File: src/hdl/psg_tone_noise_generator_defines.svh
// ----------------------------------------------------------------------------
// PSG assertion macros
// Concurrent assertion wrappers; they compile to nothing under SYNTHESIS.
// ----------------------------------------------------------------------------
`ifndef PSG_TONE_NOISE_GENERATOR_DEFINES_SVH
`define PSG_TONE_NOISE_GENERATOR_DEFINES_SVH

`ifndef SYNTHESIS
// Property must hold at every clock edge outside reset
`define PSG_ASSERT(lbl, clk, rstn, prop) \
  lbl: assert property (@(posedge clk) disable iff (!rstn) (prop)) \
    else $error("psg: assertion failed");
// Antecedent implies consequent on the next clock edge
`define PSG_ASSERT_NEXT(lbl, clk, rstn, ante, cons) \
  lbl: assert property (@(posedge clk) disable iff (!rstn) (ante) |=> (cons)) \
    else $error("psg: assertion failed");
`else
`define PSG_ASSERT(lbl, clk, rstn, prop)
`define PSG_ASSERT_NEXT(lbl, clk, rstn, ante, cons)
`endif

`endif

File: src/hdl/psg_pkg.sv
// ----------------------------------------------------------------------------
// PSG package
// Shared widths, codes, the register bank struct and the volume table.
// ----------------------------------------------------------------------------
`default_nettype none

package psg_pkg;

  // Default phase accumulator fraction width
  localparam int unsigned PHASE_FRAC_DEF = 16;

  localparam int unsigned NUM_TONES = 3;
  localparam int unsigned CH_W      = 2;
  localparam int unsigned PERIOD_W  = 10;
  localparam int unsigned ATTEN_W   = 4;
  localparam int unsigned NCTL_W    = 3;
  localparam int unsigned SHIFT_W   = 16;
  localparam int unsigned SAMPLE_W  = 16;
  localparam int unsigned SCALE_W   = 14;
  localparam int unsigned MIX_W     = 17;
  localparam int unsigned DATA_W    = 8;

  // Step = (STEP_NUM_BASE << F) / (SAMPLE_RATE * period), rounded
  localparam int unsigned STEP_NUM_BASE = 250000;  // 4 MHz / 16
  localparam int unsigned SAMPLE_RATE   = 44100;
  localparam int unsigned ZERO_PERIOD   = 1024;    // period 0 reads as 0x400
  localparam int unsigned DEN_W         = 26;      // 44100 * 1024 < 2^26

  // Fixed noise periods
  localparam int unsigned NOISE_PER_FAST = 16;
  localparam int unsigned NOISE_PER_MID  = 32;
  localparam int unsigned NOISE_PER_SLOW = 64;

  // Noise rate codes, noise control bits 1:0
  localparam logic [1:0] NOISE_RATE_FAST  = 2'd0;
  localparam logic [1:0] NOISE_RATE_MID   = 2'd1;
  localparam logic [1:0] NOISE_RATE_SLOW  = 2'd2;
  localparam logic [1:0] NOISE_RATE_TONE2 = 2'd3;

  // Request kinds
  localparam logic ACT_WRITE = 1'b0;
  localparam logic ACT_TICK  = 1'b1;

  // Bus byte form, bit 7
  localparam logic FORM_LATCH = 1'b1;
  localparam logic FORM_DATA  = 1'b0;

  // Latch byte targets, bits 6:4
  typedef enum logic [2:0] {
    SEL_TONE0, SEL_ATTEN0, SEL_TONE1, SEL_ATTEN1,
    SEL_TONE2, SEL_ATTEN2, SEL_NOISE_CTRL, SEL_NOISE_ATTEN
  } psg_reg_sel_e;

  localparam logic [SHIFT_W-1:0] NOISE_SEED = 16'h8000;

  // Register bank as seen by the datapath
  typedef struct packed {
    logic [NUM_TONES-1:0][PERIOD_W-1:0] tone_period;
    logic [NUM_TONES-1:0][ATTEN_W-1:0]  tone_atten;
    logic [NCTL_W-1:0]                  noise_ctrl;
    logic [ATTEN_W-1:0]                 noise_atten;
    logic                               noise_reload;  // noise control written
  } psg_cfg_t;

  // Voice amplitude in Q15: round(8192 * (15 - atten) / 15)
  function automatic logic [SCALE_W-1:0] voice_scale(input logic [ATTEN_W-1:0] atten);
    logic [SCALE_W-1:0] s;
    unique case (atten)
      4'd0:  s = 14'd8192;
      4'd1:  s = 14'd7646;
      4'd2:  s = 14'd7100;
      4'd3:  s = 14'd6554;
      4'd4:  s = 14'd6007;
      4'd5:  s = 14'd5461;
      4'd6:  s = 14'd4915;
      4'd7:  s = 14'd4369;
      4'd8:  s = 14'd3823;
      4'd9:  s = 14'd3277;
      4'd10: s = 14'd2731;
      4'd11: s = 14'd2185;
      4'd12: s = 14'd1638;
      4'd13: s = 14'd1092;
      4'd14: s = 14'd546;
      4'd15: s = 14'd0;
    endcase
    return s;
  endfunction

endpackage

`default_nettype wire

File: src/hdl/psg_tone_noise_generator.sv
// ----------------------------------------------------------------------------
// PSG tone and noise generator
// Three square-wave tones and one shift-register noise voice, mixed and
// smoothed into one signed Q15 sample per tick request.
// ----------------------------------------------------------------------------
//
//   Channel | Handshake                 | Payload
//   --------+---------------------------+-------------------------------
//   in      | in_valid_i / in_ready_o   | action_i (0 write, 1 tick), data_i
//   out     | out_valid_o / out_ready_i | sample_o (signed Q15)
//
// A write request leaves in_ready_o high.
// A tick runs to out_valid_o through each tone in turn in the shared divider,
// then noise, multiply and output.
// in_ready_o is low during a tick, so a new tick waits until the last one is through.
// An untaken sample holds the next tick in its final step until out_ready_i.
// Reset clears all voice state; no clearing pass is needed.
// ----------------------------------------------------------------------------
`default_nettype none

`include "psg_tone_noise_generator_defines.svh"

module psg_tone_noise_generator #(
  parameter int unsigned PHASE_FRACTION_BITS = psg_pkg::PHASE_FRAC_DEF
) (
  input  logic                                clk_i,
  input  logic                                rst_ni,
  input  logic                                in_valid_i,
  output logic                                in_ready_o,
  input  logic                                action_i,
  input  logic [psg_pkg::DATA_W-1:0]          data_i,
  output logic                                out_valid_o,
  input  logic                                out_ready_i,
  output logic signed [psg_pkg::SAMPLE_W-1:0] sample_o
);

  localparam int unsigned F  = PHASE_FRACTION_BITS;
  localparam int unsigned PW = F + 1;
  localparam int unsigned MW = psg_pkg::MIX_W;
  localparam int unsigned SW = psg_pkg::SHIFT_W;
  localparam int unsigned YW = psg_pkg::SAMPLE_W;

  // Fixed noise steps, worked out at elaboration
  localparam longint unsigned NUM      = 64'(psg_pkg::STEP_NUM_BASE) << F;
  localparam longint unsigned DEN_FAST = 64'(psg_pkg::SAMPLE_RATE) * psg_pkg::NOISE_PER_FAST;
  localparam longint unsigned DEN_MID  = 64'(psg_pkg::SAMPLE_RATE) * psg_pkg::NOISE_PER_MID;
  localparam longint unsigned DEN_SLOW = 64'(psg_pkg::SAMPLE_RATE) * psg_pkg::NOISE_PER_SLOW;
  localparam logic [PW-1:0] NSTEP_FAST = PW'((NUM + DEN_FAST / 2) / DEN_FAST);
  localparam logic [PW-1:0] NSTEP_MID  = PW'((NUM + DEN_MID / 2) / DEN_MID);
  localparam logic [PW-1:0] NSTEP_SLOW = PW'((NUM + DEN_SLOW / 2) / DEN_SLOW);

  // Smoother: y = round((mix + 9*prev) / 10), divide by 10 via reciprocal
  localparam int unsigned FW          = 21;      // mix + 9*prev
  localparam int unsigned UW          = 20;      // offset sum, < 655357
  localparam int unsigned RECIP_SHIFT = 23;
  localparam logic [UW-1:0] RECIP     = 20'd838861;   // ceil(2^23 / 10)
  localparam logic signed [FW-1:0] FILT_OFFSET = 21'sd327685;  // 10*32768 + 5

  localparam logic [psg_pkg::CH_W-1:0] LAST_TONE = psg_pkg::CH_W'(psg_pkg::NUM_TONES - 1);

  typedef enum logic [2:0] {
    ST_IDLE,
    ST_DIV_START,
    ST_DIV_WAIT,
    ST_NOISE,
    ST_FILT_MUL,
    ST_FILT_OUT
  } state_e;

  state_e                   state_q, state_d;
  logic [psg_pkg::CH_W-1:0] ch_q, ch_d;
  logic                     out_valid_q, out_valid_d;

  psg_pkg::psg_cfg_t cfg;

  // Voice state
  logic [psg_pkg::NUM_TONES-1:0][PW-1:0] tone_phase_q;
  logic [PW-1:0]                         noise_phase_q;
  logic [SW-1:0]                         noise_shifter_q;
  logic                                  noise_level_q;
  logic signed [YW-1:0]                  prev_q;

  // Working registers
  logic signed [MW-1:0] mix_q;
  logic [PW-1:0]        step2_q;
  logic [2*UW-1:0]      prod_q;
  logic signed [YW-1:0] sample_q;

  logic in_accept, wr_en, tick, out_free;
  logic div_start, div_done;
  logic [PW-1:0] div_step;

  logic [PW-1:0]                 cur_phase;
  logic [psg_pkg::SCALE_W-1:0]   tone_scale;
  logic signed [MW-1:0]          tone_term;
  logic [PW-1:0]                 noise_step;
  logic [PW-1:0]                 noise_next;
  logic                          noise_flip;
  logic                          noise_fb;
  logic [SW-1:0]                 shifted;
  logic [SW-1:0]                 shift_new;
  logic                          level_new;
  logic [psg_pkg::SCALE_W-1:0]   noise_scale;
  logic signed [MW-1:0]          noise_term;
  logic signed [FW-1:0]          filt_sum;
  logic signed [FW-1:0]          filt_off;
  logic [UW-1:0]                 filt_u;
  logic [YW-1:0]                 quot;
  logic signed [YW-1:0]          y;

  // Handshakes
  assign in_ready_o = (state_q == ST_IDLE);
  assign in_accept  = in_valid_i && in_ready_o;
  assign wr_en      = in_accept && (action_i == psg_pkg::ACT_WRITE);
  assign tick       = in_accept && (action_i == psg_pkg::ACT_TICK);
  assign out_free   = !out_valid_q || out_ready_i;

  psg_regs u_regs (
    .clk_i     (clk_i),
    .rst_ni    (rst_ni),
    .wr_en_i   (wr_en),
    .wr_data_i (data_i),
    .cfg_o     (cfg)
  );

  assign div_start = (state_q == ST_DIV_START);

  psg_div #(
    .PHASE_FRAC (F)
  ) u_div (
    .clk_i    (clk_i),
    .rst_ni   (rst_ni),
    .start_i  (div_start),
    .period_i (cfg.tone_period[ch_q]),
    .done_o   (div_done),
    .step_o   (div_step)
  );

  // Tone contribution, from the phase bit before the add
  assign cur_phase  = tone_phase_q[ch_q];
  assign tone_scale = psg_pkg::voice_scale(cfg.tone_atten[ch_q]);
  assign tone_term  = cur_phase[F] ? MW'(signed'({1'b0, tone_scale}))
                                   : -MW'(signed'({1'b0, tone_scale}));

  // Noise step select
  always_comb begin
    case (cfg.noise_ctrl[1:0])
      psg_pkg::NOISE_RATE_FAST:  noise_step = NSTEP_FAST;
      psg_pkg::NOISE_RATE_MID:   noise_step = NSTEP_MID;
      psg_pkg::NOISE_RATE_SLOW:  noise_step = NSTEP_SLOW;
      psg_pkg::NOISE_RATE_TONE2: noise_step = step2_q;
      default:                   noise_step = step2_q;
    endcase
  end

  // Noise shift on a change of the phase integer bit
  assign noise_next  = noise_phase_q + noise_step;
  assign noise_flip  = noise_next[F] ^ noise_phase_q[F];
  assign noise_fb    = noise_shifter_q[0] ^ (cfg.noise_ctrl[2] & noise_shifter_q[3]);
  assign shifted     = {noise_fb, noise_shifter_q[SW-1:1]};
  assign shift_new   = (shifted == '0) ? psg_pkg::NOISE_SEED : shifted;
  assign level_new   = noise_flip ? shift_new[0] : noise_level_q;
  assign noise_scale = psg_pkg::voice_scale(cfg.noise_atten);
  assign noise_term  = level_new ? MW'(signed'({1'b0, noise_scale}))
                                 : -MW'(signed'({1'b0, noise_scale}));

  // Smoother: offset keeps the dividend positive
  assign filt_sum = FW'(mix_q) + (FW'(prev_q) <<< 3) + FW'(prev_q);
  assign filt_off = filt_sum + FILT_OFFSET;
  assign filt_u   = filt_off[UW-1:0];
  // quotient is 0..65535, so subtracting 32768 is a flip of the top bit
  assign quot     = prod_q[RECIP_SHIFT +: YW];
  assign y        = signed'({~quot[YW-1], quot[YW-2:0]});

  // Sequencer
  always_comb begin
    state_d     = state_q;
    ch_d        = ch_q;
    out_valid_d = out_valid_q && !out_ready_i;
    unique case (state_q)
      ST_IDLE: begin
        if (tick) begin
          ch_d    = '0;
          state_d = ST_DIV_START;
        end
      end
      ST_DIV_START: begin
        state_d = ST_DIV_WAIT;
      end
      ST_DIV_WAIT: begin
        if (div_done) begin
          if (ch_q == LAST_TONE) begin
            state_d = ST_NOISE;
          end else begin
            ch_d    = ch_q + psg_pkg::CH_W'(1);
            state_d = ST_DIV_START;
          end
        end
      end
      ST_NOISE: begin
        state_d = ST_FILT_MUL;
      end
      ST_FILT_MUL: begin
        state_d = ST_FILT_OUT;
      end
      ST_FILT_OUT: begin
        if (out_free) begin
          out_valid_d = 1'b1;
          state_d     = ST_IDLE;
        end
      end
      default: begin
        state_d = ST_IDLE;
      end
    endcase
  end

  always_ff @(posedge clk_i or negedge rst_ni) begin
    if (!rst_ni) begin
      state_q     <= ST_IDLE;
      ch_q        <= '0;
      out_valid_q <= 1'b0;
    end else begin
      state_q     <= state_d;
      ch_q        <= ch_d;
      out_valid_q <= out_valid_d;
    end
  end

  // Voice state updates
  always_ff @(posedge clk_i or negedge rst_ni) begin
    if (!rst_ni) begin
      tone_phase_q    <= '0;
      noise_phase_q   <= '0;
      noise_shifter_q <= '0;
      noise_level_q   <= 1'b0;
      prev_q          <= '0;
    end else begin
      if (cfg.noise_reload) begin
        noise_shifter_q <= psg_pkg::NOISE_SEED;
      end
      if (state_q == ST_DIV_WAIT && div_done) begin
        tone_phase_q[ch_q] <= cur_phase + div_step;
      end
      if (state_q == ST_NOISE) begin
        noise_phase_q <= noise_next;
        if (noise_flip) begin
          noise_shifter_q <= shift_new;
          noise_level_q   <= shift_new[0];
        end
      end
      if (state_q == ST_FILT_OUT && out_free) begin
        prev_q <= y;
      end
    end
  end

  // Mix accumulation and filter pipeline
  always_ff @(posedge clk_i) begin
    if (tick) begin
      mix_q <= '0;
    end
    if (state_q == ST_DIV_WAIT && div_done) begin
      mix_q <= mix_q + tone_term;
      if (ch_q == LAST_TONE) begin
        step2_q <= div_step;
      end
    end
    if (state_q == ST_NOISE) begin
      mix_q <= mix_q + noise_term;
    end
    if (state_q == ST_FILT_MUL) begin
      prod_q <= filt_u * RECIP;
    end
    if (state_q == ST_FILT_OUT && out_free) begin
      sample_q <= y;
    end
  end

  assign out_valid_o = out_valid_q;
  assign sample_o    = sample_q;

  // Checks
  `PSG_ASSERT(a_done_in_wait, clk_i, rst_ni, div_done |-> (state_q == ST_DIV_WAIT))
  `PSG_ASSERT(a_tone_index, clk_i, rst_ni, (state_q != ST_IDLE) |-> (ch_q != 2'd3))
  `PSG_ASSERT_NEXT(a_shifter_nonzero, clk_i, rst_ni, (noise_shifter_q != '0), (noise_shifter_q != '0))
  `PSG_ASSERT_NEXT(a_result_held, clk_i, rst_ni, (state_q == ST_FILT_OUT) && out_valid_q && !out_ready_i, (state_q == ST_FILT_OUT))

endmodule

`default_nettype wire

File: src/hdl/psg_regs.sv
// ----------------------------------------------------------------------------
// PSG register bank
// Decodes latch and data bus bytes into tone, volume and noise registers.
// ----------------------------------------------------------------------------
`default_nettype none

module psg_regs (
  input  logic                              clk_i,
  input  logic                              rst_ni,
  input  logic                              wr_en_i,
  input  logic [psg_pkg::DATA_W-1:0]        wr_data_i,
  output psg_pkg::psg_cfg_t                 cfg_o
);

  localparam logic [psg_pkg::CH_W-1:0] TONE_LIMIT = psg_pkg::CH_W'(psg_pkg::NUM_TONES);

  logic [psg_pkg::NUM_TONES-1:0][psg_pkg::PERIOD_W-1:0] period_q;
  logic [psg_pkg::NUM_TONES-1:0][psg_pkg::ATTEN_W-1:0]  atten_q;
  logic [psg_pkg::CH_W-1:0]                             latched_q;
  logic [psg_pkg::NCTL_W-1:0]                           noise_ctrl_q;
  logic [psg_pkg::ATTEN_W-1:0]                          noise_atten_q;

  logic                      is_latch;
  logic [2:0]                sel;
  logic [psg_pkg::CH_W-1:0]  ch;

  assign is_latch = (wr_data_i[7] == psg_pkg::FORM_LATCH);
  assign sel      = wr_data_i[6:4];
  assign ch       = sel[2:1];

  // Register writes
  always_ff @(posedge clk_i or negedge rst_ni) begin
    if (!rst_ni) begin
      period_q      <= '0;
      atten_q       <= '0;
      latched_q     <= '0;
      noise_ctrl_q  <= '0;
      noise_atten_q <= '0;
    end else if (wr_en_i) begin
      if (!is_latch) begin
        // data byte: upper six period bits of the latched tone
        if (latched_q < TONE_LIMIT) begin
          period_q[latched_q][psg_pkg::PERIOD_W-1:4] <= wr_data_i[5:0];
        end
      end else begin
        unique case (sel) inside
          psg_pkg::SEL_TONE0, psg_pkg::SEL_TONE1, psg_pkg::SEL_TONE2: begin
            latched_q         <= ch;
            period_q[ch][3:0] <= wr_data_i[3:0];
          end
          psg_pkg::SEL_ATTEN0, psg_pkg::SEL_ATTEN1, psg_pkg::SEL_ATTEN2: begin
            atten_q[ch] <= wr_data_i[3:0];
          end
          psg_pkg::SEL_NOISE_CTRL: begin
            noise_ctrl_q <= wr_data_i[2:0];
          end
          psg_pkg::SEL_NOISE_ATTEN: begin
            noise_atten_q <= wr_data_i[3:0];
          end
        endcase
      end
    end
  end

  assign cfg_o.tone_period  = period_q;
  assign cfg_o.tone_atten   = atten_q;
  assign cfg_o.noise_ctrl   = noise_ctrl_q;
  assign cfg_o.noise_atten  = noise_atten_q;
  // shifter reload pulse, same edge as the noise control update
  assign cfg_o.noise_reload = wr_en_i && is_latch && (sel == psg_pkg::SEL_NOISE_CTRL);

endmodule

`default_nettype wire

File: src/hdl/psg_div.sv
// ----------------------------------------------------------------------------
// PSG phase step divider
// Restoring divider, one quotient bit per cycle, for the rounded phase step.
// ----------------------------------------------------------------------------
`default_nettype none

`include "psg_tone_noise_generator_defines.svh"

module psg_div #(
  parameter int unsigned PHASE_FRAC = psg_pkg::PHASE_FRAC_DEF
) (
  input  logic                             clk_i,
  input  logic                             rst_ni,
  input  logic                             start_i,
  input  logic [psg_pkg::PERIOD_W-1:0]     period_i,
  output logic                             done_o,
  output logic [PHASE_FRAC:0]              step_o
);

  // Quotient < 2^(F+3); dividend < 2^(F+19)
  localparam int unsigned QW = PHASE_FRAC + 3;
  localparam int unsigned NW = PHASE_FRAC + 19;
  localparam int unsigned DW = psg_pkg::DEN_W;
  localparam int unsigned CW = $clog2(QW + 1);
  localparam int unsigned PEW = psg_pkg::PERIOD_W + 1;

  localparam logic [NW-1:0] NUM_BASE = NW'(64'(psg_pkg::STEP_NUM_BASE) << PHASE_FRAC);

  typedef enum logic [1:0] {
    DIV_IDLE,
    DIV_LOAD,
    DIV_RUN
  } div_state_e;

  div_state_e    state_q, state_d;
  logic [CW-1:0] cnt_q, cnt_d;
  logic          done_q, done_d;

  logic [DW-1:0] den_q;
  logic [DW-1:0] rem_q;
  logic [QW-1:0] sh_q;
  logic [QW-1:0] quo_q;

  logic [PEW-1:0] period_eff;
  logic [DW-1:0]  den_start;
  logic [NW-1:0]  num;
  logic [DW:0]    trial;
  logic [DW:0]    diff;
  logic           ge;

  // Denominator 44100 * period, zero period taken as 1024
  assign period_eff = (period_i == '0) ? PEW'(psg_pkg::ZERO_PERIOD) : {1'b0, period_i};
  assign den_start  = DW'(period_eff) * DW'(psg_pkg::SAMPLE_RATE);

  // Rounded numerator: base plus half the (even) denominator
  assign num = NUM_BASE + NW'(den_q >> 1);

  // One restoring step
  assign trial = {rem_q, sh_q[QW-1]};
  assign diff  = trial - {1'b0, den_q};
  assign ge    = (trial >= {1'b0, den_q});

  // Sequencer
  always_comb begin
    state_d = state_q;
    cnt_d   = cnt_q;
    done_d  = 1'b0;
    unique case (state_q)
      DIV_IDLE: begin
        if (start_i) begin
          state_d = DIV_LOAD;
        end
      end
      DIV_LOAD: begin
        state_d = DIV_RUN;
        cnt_d   = CW'(QW);
      end
      DIV_RUN: begin
        cnt_d = cnt_q - CW'(1);
        if (cnt_q == CW'(1)) begin
          state_d = DIV_IDLE;
          done_d  = 1'b1;
        end
      end
      default: begin
        state_d = DIV_IDLE;
      end
    endcase
  end

  always_ff @(posedge clk_i or negedge rst_ni) begin
    if (!rst_ni) begin
      state_q <= DIV_IDLE;
      cnt_q   <= '0;
      done_q  <= 1'b0;
    end else begin
      state_q <= state_d;
      cnt_q   <= cnt_d;
      done_q  <= done_d;
    end
  end

  // Datapath
  always_ff @(posedge clk_i) begin
    if (state_q == DIV_IDLE && start_i) begin
      den_q <= den_start;
    end
    if (state_q == DIV_LOAD) begin
      rem_q <= DW'(num[NW-1:QW]);
      sh_q  <= num[QW-1:0];
      quo_q <= '0;
    end
    if (state_q == DIV_RUN) begin
      rem_q <= ge ? diff[DW-1:0] : trial[DW-1:0];
      sh_q  <= {sh_q[QW-2:0], 1'b0};
      quo_q <= {quo_q[QW-2:0], ge};
    end
  end

  assign done_o = done_q;
  assign step_o = quo_q[PHASE_FRAC:0];

  // Checks
  `PSG_ASSERT(a_div_rem_below_den, clk_i, rst_ni, (state_q == DIV_RUN) |-> (rem_q < den_q))
  `PSG_ASSERT(a_div_start_when_idle, clk_i, rst_ni, start_i |-> (state_q == DIV_IDLE))
  `PSG_ASSERT(a_div_done_idle, clk_i, rst_ni, done_q |-> (state_q == DIV_IDLE))

endmodule

`default_nettype wire

File: config.mk
export PLATFORM = sky130hd
export DESIGN_NAME = psg_tone_noise_generator
export DESIGN_NICKNAME = d
export VERILOG_FILES = /design/src/hdl/psg_pkg.sv /design/src/hdl/psg_tone_noise_generator.sv /design/src/hdl/psg_regs.sv /design/src/hdl/psg_div.sv
export VERILOG_INCLUDE_DIRS = /design/src /design/src/hdl
export SDC_FILE = /design/constraint.sdc
export NUM_CORES = 1
export LEC_CHECK = 0
export ABC_CLOCK_PERIOD_IN_PS = 8790
export BUFFER_PORTS_ARGS = -buffer_cell sky130_fd_sc_hd__buf_2
export CAP_MARGIN = 25
export CORE_MARGIN = 2
export CORE_UTILIZATION = 35
export CTS_CLUSTER_DIAMETER = 100
export CTS_CLUSTER_SIZE = 16
export DETAILED_ROUTE_END_ITERATION = 16
export PLACE_DENSITY = 0.61
export REMOVE_ABC_BUFFERS = 1
export SYNTH_ARGS = -nofsm -noshare
export SYNTH_HDL_FRONTEND = slang
export SYNTH_SLANG_ARGS = --single-unit
File: constraint.sdc
create_clock -name clk_i -period 8.79 [get_ports clk_i]
set_input_delay 1.758 -clock clk_i [delete_from_list [all_inputs] [get_ports clk_i]]
set_output_delay 1.758 -clock clk_i [all_outputs]
set_load 0.1 [all_outputs]
# == Word-level counts from Yosys, hierarchy flattened ==
# Memories as Yosys holds them, arrays and structs flattened.
# Index checks and enable logic that the tools add are counted.
# totals
register_bits,341
latch_bits,0
mem_bits_rw,0
romBits,448
in_bits,13
elab_cells,180
n_memories,2
# memory_table
memory,depth,width,read_ports,rd_clocked_by_memory_dff,write_ports,line_no,rtl
(no name shown),16,14,1,0,0,psg_pkg.sv:68,unique case (atten)
(no name shown),16,14,1,0,0,psg_pkg.sv:68,
# classes
n_addsub,13
multipliers,2
div,0
order_cmp,8
n_eq_ne,26
shift,0
muxes,57
bitwise,5
n_reduce_logical,36
# ops
operator,n
$mux W17,9
$mux W30,3
$mux W26,3
$add A17 B17 Y17,4
$pmux W17 S4,1
$mux W16,4
$bwmux W30,2
$bwmux W51,1
$demux W10 S2,2
$mul A20 B20 Y39 const B,1
$mux W19,2
$add A34 B25 Y35 const A,1
$bmux W17 S2,1
$demux W17 S2,1
$neg A14 Y17,2
$ge A27 B26 Y1,1
$sub A26 B26 Y26,1
$mul A11 B14 Y24 const B,1
$add A17 B19 Y20,1
$add A20 B16 Y20,1
$add A20 B20 Y20 const B,1
$bmux W10 S2,1
$mux W10,2
$eq A3 B3 Y1 const B,6
40 further kinds,95

# == Depth between registers and ports, before layout ==
# depth
depth_word,8
mapped_depth,43
ltp_nobuf,43

# == Cells and area by module ==
# A second synthesis with hierarchy kept.
# hier_totals
hier_cells,2735
hier_area_um2,27781.6
# modules_own_cells
mod,instances,cells_each,area_each_um2,seq_area_each_um2
psg_tone_noise_generator,1,1925,18655.4,4634.4
psg_div,1,684,7129.3,2752.6
psg_regs,1,126,1996.9,1276.2

# == Worst setup path before layout ==
# OpenSTA, ideal clock, no wires.
# synth_timing
kind,reg-to-reg
from,register prev_q[0]
to,"register prod_q[38], data pin"
setup_time_ns,0.260
t_arrival_ns,8.698
required_ns,8.530
setup_slack_ns,-0.168
path_stages_with_launch,38
n_path_buf,0
period_less_slack_ns,8.958
path_cell_list,dfrtp_1 -> inv_1 -> fa_1 -> inv_1 -> ha_1 -> ha_1 -> a21o_1 -> a21oi_1 -> o21ai_1 -> a2111o_1 -> and3_1 -> nor2_1 -> o2111ai_1 -> and3_1 -> o21ai_1 -> nand2b_1 -> xor2_1 -> ha_1 -> (+2 left out) -> fa_1 -> fa_1 -> inv_1 -> fa_1 -> inv_1 -> ha_1 -> ha_1 -> a21o_1 -> a21o_1 -> a221o_1 -> a31oi_1 -> a21oi_1 -> o31ai_2 -> a21oi_1 -> nor2_2 -> o21bai_2 -> a21oi_2 -> xnor2_1
# synth_via
elab_chain_len,4
# synth_lines
item,line_no,rtl
start: declaration,psg_tone_noise_generator.sv:81,logic signed [YW-1:0] prev_q;
start signal: assignment,psg_tone_noise_generator.sv:253,prev_q <= y;
$add A17 B19 Y20,psg_tone_noise_generator.sv:168,assign filt_sum = FW'(mix_q) + (FW'(prev_q) <<< 3) + FW'(prev_q);
$add A20 B16 Y20 (*),psg_tone_noise_generator.sv:168,
$add A20 B20 Y20 (*),psg_tone_noise_generator.sv:169,assign filt_off = filt_sum + FILT_OFFSET;
$mul A20 B20 Y39 (*),psg_tone_noise_generator.sv:273,prod_q <= filt_u * RECIP;
end signal: assignment,psg_tone_noise_generator.sv:273,
end: declaration,psg_tone_noise_generator.sv:86,logic [2*UW-1:0] prod_q;
# Mark *: on every way between the ends. The rest lies on a longest branch, timed or not.
# A chain may end at the register's enable or synchronous reset.

# == Worst setup path after layout ==
# layout_timing
from,register prev_q[0]
to,"register prod_q[37], data pin"
# The elaborated chain is that of the path after synthesis.

==> run metrics <==
gr ovfl total=0; area grow syn2layout=13.9%; startpoint types=register; first-pass GRT wire length=approximately 100000 um; Critical Path RT=9090 ps; Num Clock Sinks=316; PortBufs=30; GP Congestion=0.886; Final Hold Fails=0; starting density of the core=35.2%; Mean Syn Cell Area=roughly 10 um2; worst-skew pair later-pin latency=between 500 and 600 ps; Least-Margin Pin Slew=1000 ps; Place WS=-662 ps; number of nets in the layout=between 3000 and 4000; Synth Instances=2747; DRT iter0 DRCs=between 800 and 900; flop and latch count out of synthesis=316; Post-synth EDFFs=151; Detail Placement HPWL=between 40000 and 50000 um; clock period minus worst slack=between 8000 and 9000 ps; Total Routing Usage GR=between 10% and 20%; Vias=19400; FMAX=113 MHz; Via density=approximately 4.9; max-slew violations=0; ys async rst share=a little over half; Die H=285 um; RSZ-0062 raised after global routing=yes; cts bufs inserted=23; crit end category=register; Worst Setup Slack, final=-62.3 ps; Yosys cell types=86; layout cells sized above 1=15.2%; Worst EP arrival=just over 9000 ps; First-pass DRT Iterations=5; max cap viols=0; synth top area cells=ha_1 18%, edfxtp_1 16%, dfrtp_1 15%; Worst-path clk slew=80 ps; Crit-path slowest cell=fa_1; Final setup viols=2; CP peak stage delay=550 ps; vias in the first global route=19900; Core ar.=78700 um2; most frequent cell after synthesis=inv_1; drt drc=0; Seq/Total Area, Yosys=approximately 31%; top cells by count, synth=440 x inv_1, 405 x ha_1, 226 x nand2_1; # fillers=7690; post-synth top area cell=ha_1; initial antenna violation count=5; I/O pins=31; violated checks=negative setup slack; Slew headroom=32.9%; FP Rows=103; synthesized area=27700 um2; HP Class=register to register; root buffer cell=clkbuf_16; Final Skew=14.7 ps; Synth Flop Type=dfrtp_1; CP Class=register to register; Antenna Violating Nets Remaining=0; Yosys warning count=0; Die Footprint=roughly 81000 um2; top-area cell type share of the netlist area=18.3%; run status=complete, but fails checks; fin crit share=101%; largest net degree at the start of global routing=98; CTS tree=built; die width=285 um; Avg WL per Cell=15.8 um; setup_tns=-78.3 ps; htree depth=1; Max clock buf depth=3; CP max FO=3; final WL=63100 um; hold-fix buffers at CTS=0
kinds of logic after synthesis:
group / after synthesis / synth area share, %
compound gates: 477 / 10.6
xor+xnor: 137 / 4.33
fa+ha+maj: 589 / 31.6
buf+inv: 500 / 6.98
flops: 316 / 31.3
mux: 129 / 5.05
other cells: 2 / 0.0271
simple gates: 597 / 10.2
registers in the layout (all words and copies together), names as in the netlist, 17 cells and up:
name	count
step2_q	17
u_div.quo_q	17
mix_q	17
u_div.rem_q	26
u_regs.cfg_o	42
u_div.den_q	24
tone_phase_q	51
u_div.sh_q	18
stage by stage:
step / area [um2] / util [%] / hold WS (ps) / instances
floorplan: 27400 / - / 419 / 2690
global placement: 30000 / 38.2 / 446 / 3918
detailed placement: 30100 / 38.2 / 450 / 3921
CTS: 31100 / 39.5 / 455 / 3974
global route: 31600 / 40.1 / 481 / 3991
finish: 31600 / 40.1 / 437 / 3992
final timing paths:
| check | startpoint | to | slack [ps] | cells after the start |
|---|---|---|---|---|
| worst min-delay path | prod_q[38] | prev_q[15] | 440 | 1 |
| worst max register to register | prev_q[0] | prod_q[37] | -60 | 37 |
| max in group asynchronous | rst_ni | ch_q[1] | 6390 | 3 |
| worst max-delay path | prev_q[0] | prod_q[37] | -60 | 37 |
| worst min register to register | prod_q[38] | prev_q[15] | 440 | 1 |
| min in group asynchronous | rst_ni | noise_shifter_q[4] | 1300 | 1 |
area by class of cell:
class / count / area (um2) / area share (%)
diodes: 1 / 2.50 / 0.00793
clock buffers: 39 / 639 / 2.03
clock inverters: 2 / 13.8 / 0.0436
inverters: 441 / 1660 / 5.24
multi-input cells: 1933 / 17700 / 56.1
flip-flops and latches: 316 / 8660 / 27.4
well taps: 1050 / 1310 / 4.16
repair buffers: 210 / 1580 / 5.01
worst max-delay path: cells and delay by family (launching register included):
kind                       cells  cell delay [ps]
adders and majority gates     11             4200
DFF                            1              350
AOI/OAI and AO/OA             14             2600
and+or+nand+nor                5              780
xor gates and xnor gates       2              330
buffers and inverters          5              330
routing by layer:
metal | share of wire [%] | global-route usage [%]
met5 | 0.065 | 0
met4 | 1.6 | 2.55
met3 | 3.2 | 1.82
met2 | 48 | 26.9
met1 | 47 | 21.7
cells in the final DEF (no fill, tap or decap), types with 23 or more instances in the layout:
master and instances:
xnor2_1 79, buf_2 29, o21ai_0 162, dfrtp_1 164, a21o_1 37, and2_1 25
nor2_1 122, nand3_1 42, fa_1 182, mux2_2 87, clkbuf_16 23, nor3_1 30
nor2b_1 29, inv_1 428, mux2i_1 42, nand2_1 226, buf_4 174, xor2_1 49
ha_1 381, edfxtp_1 151, a21oi_1 108
what timing repair did:
action	in CTS	in global routing
setup endpoints to repair	15	14
pin swaps	50	57
endpoints found under the hold margin	0	0
setup buffers	12	14
resized for setup	49	57
Power is not shown: default switching activity piles up to over one toggle a cycle in this logic, so the estimate is an artifact.
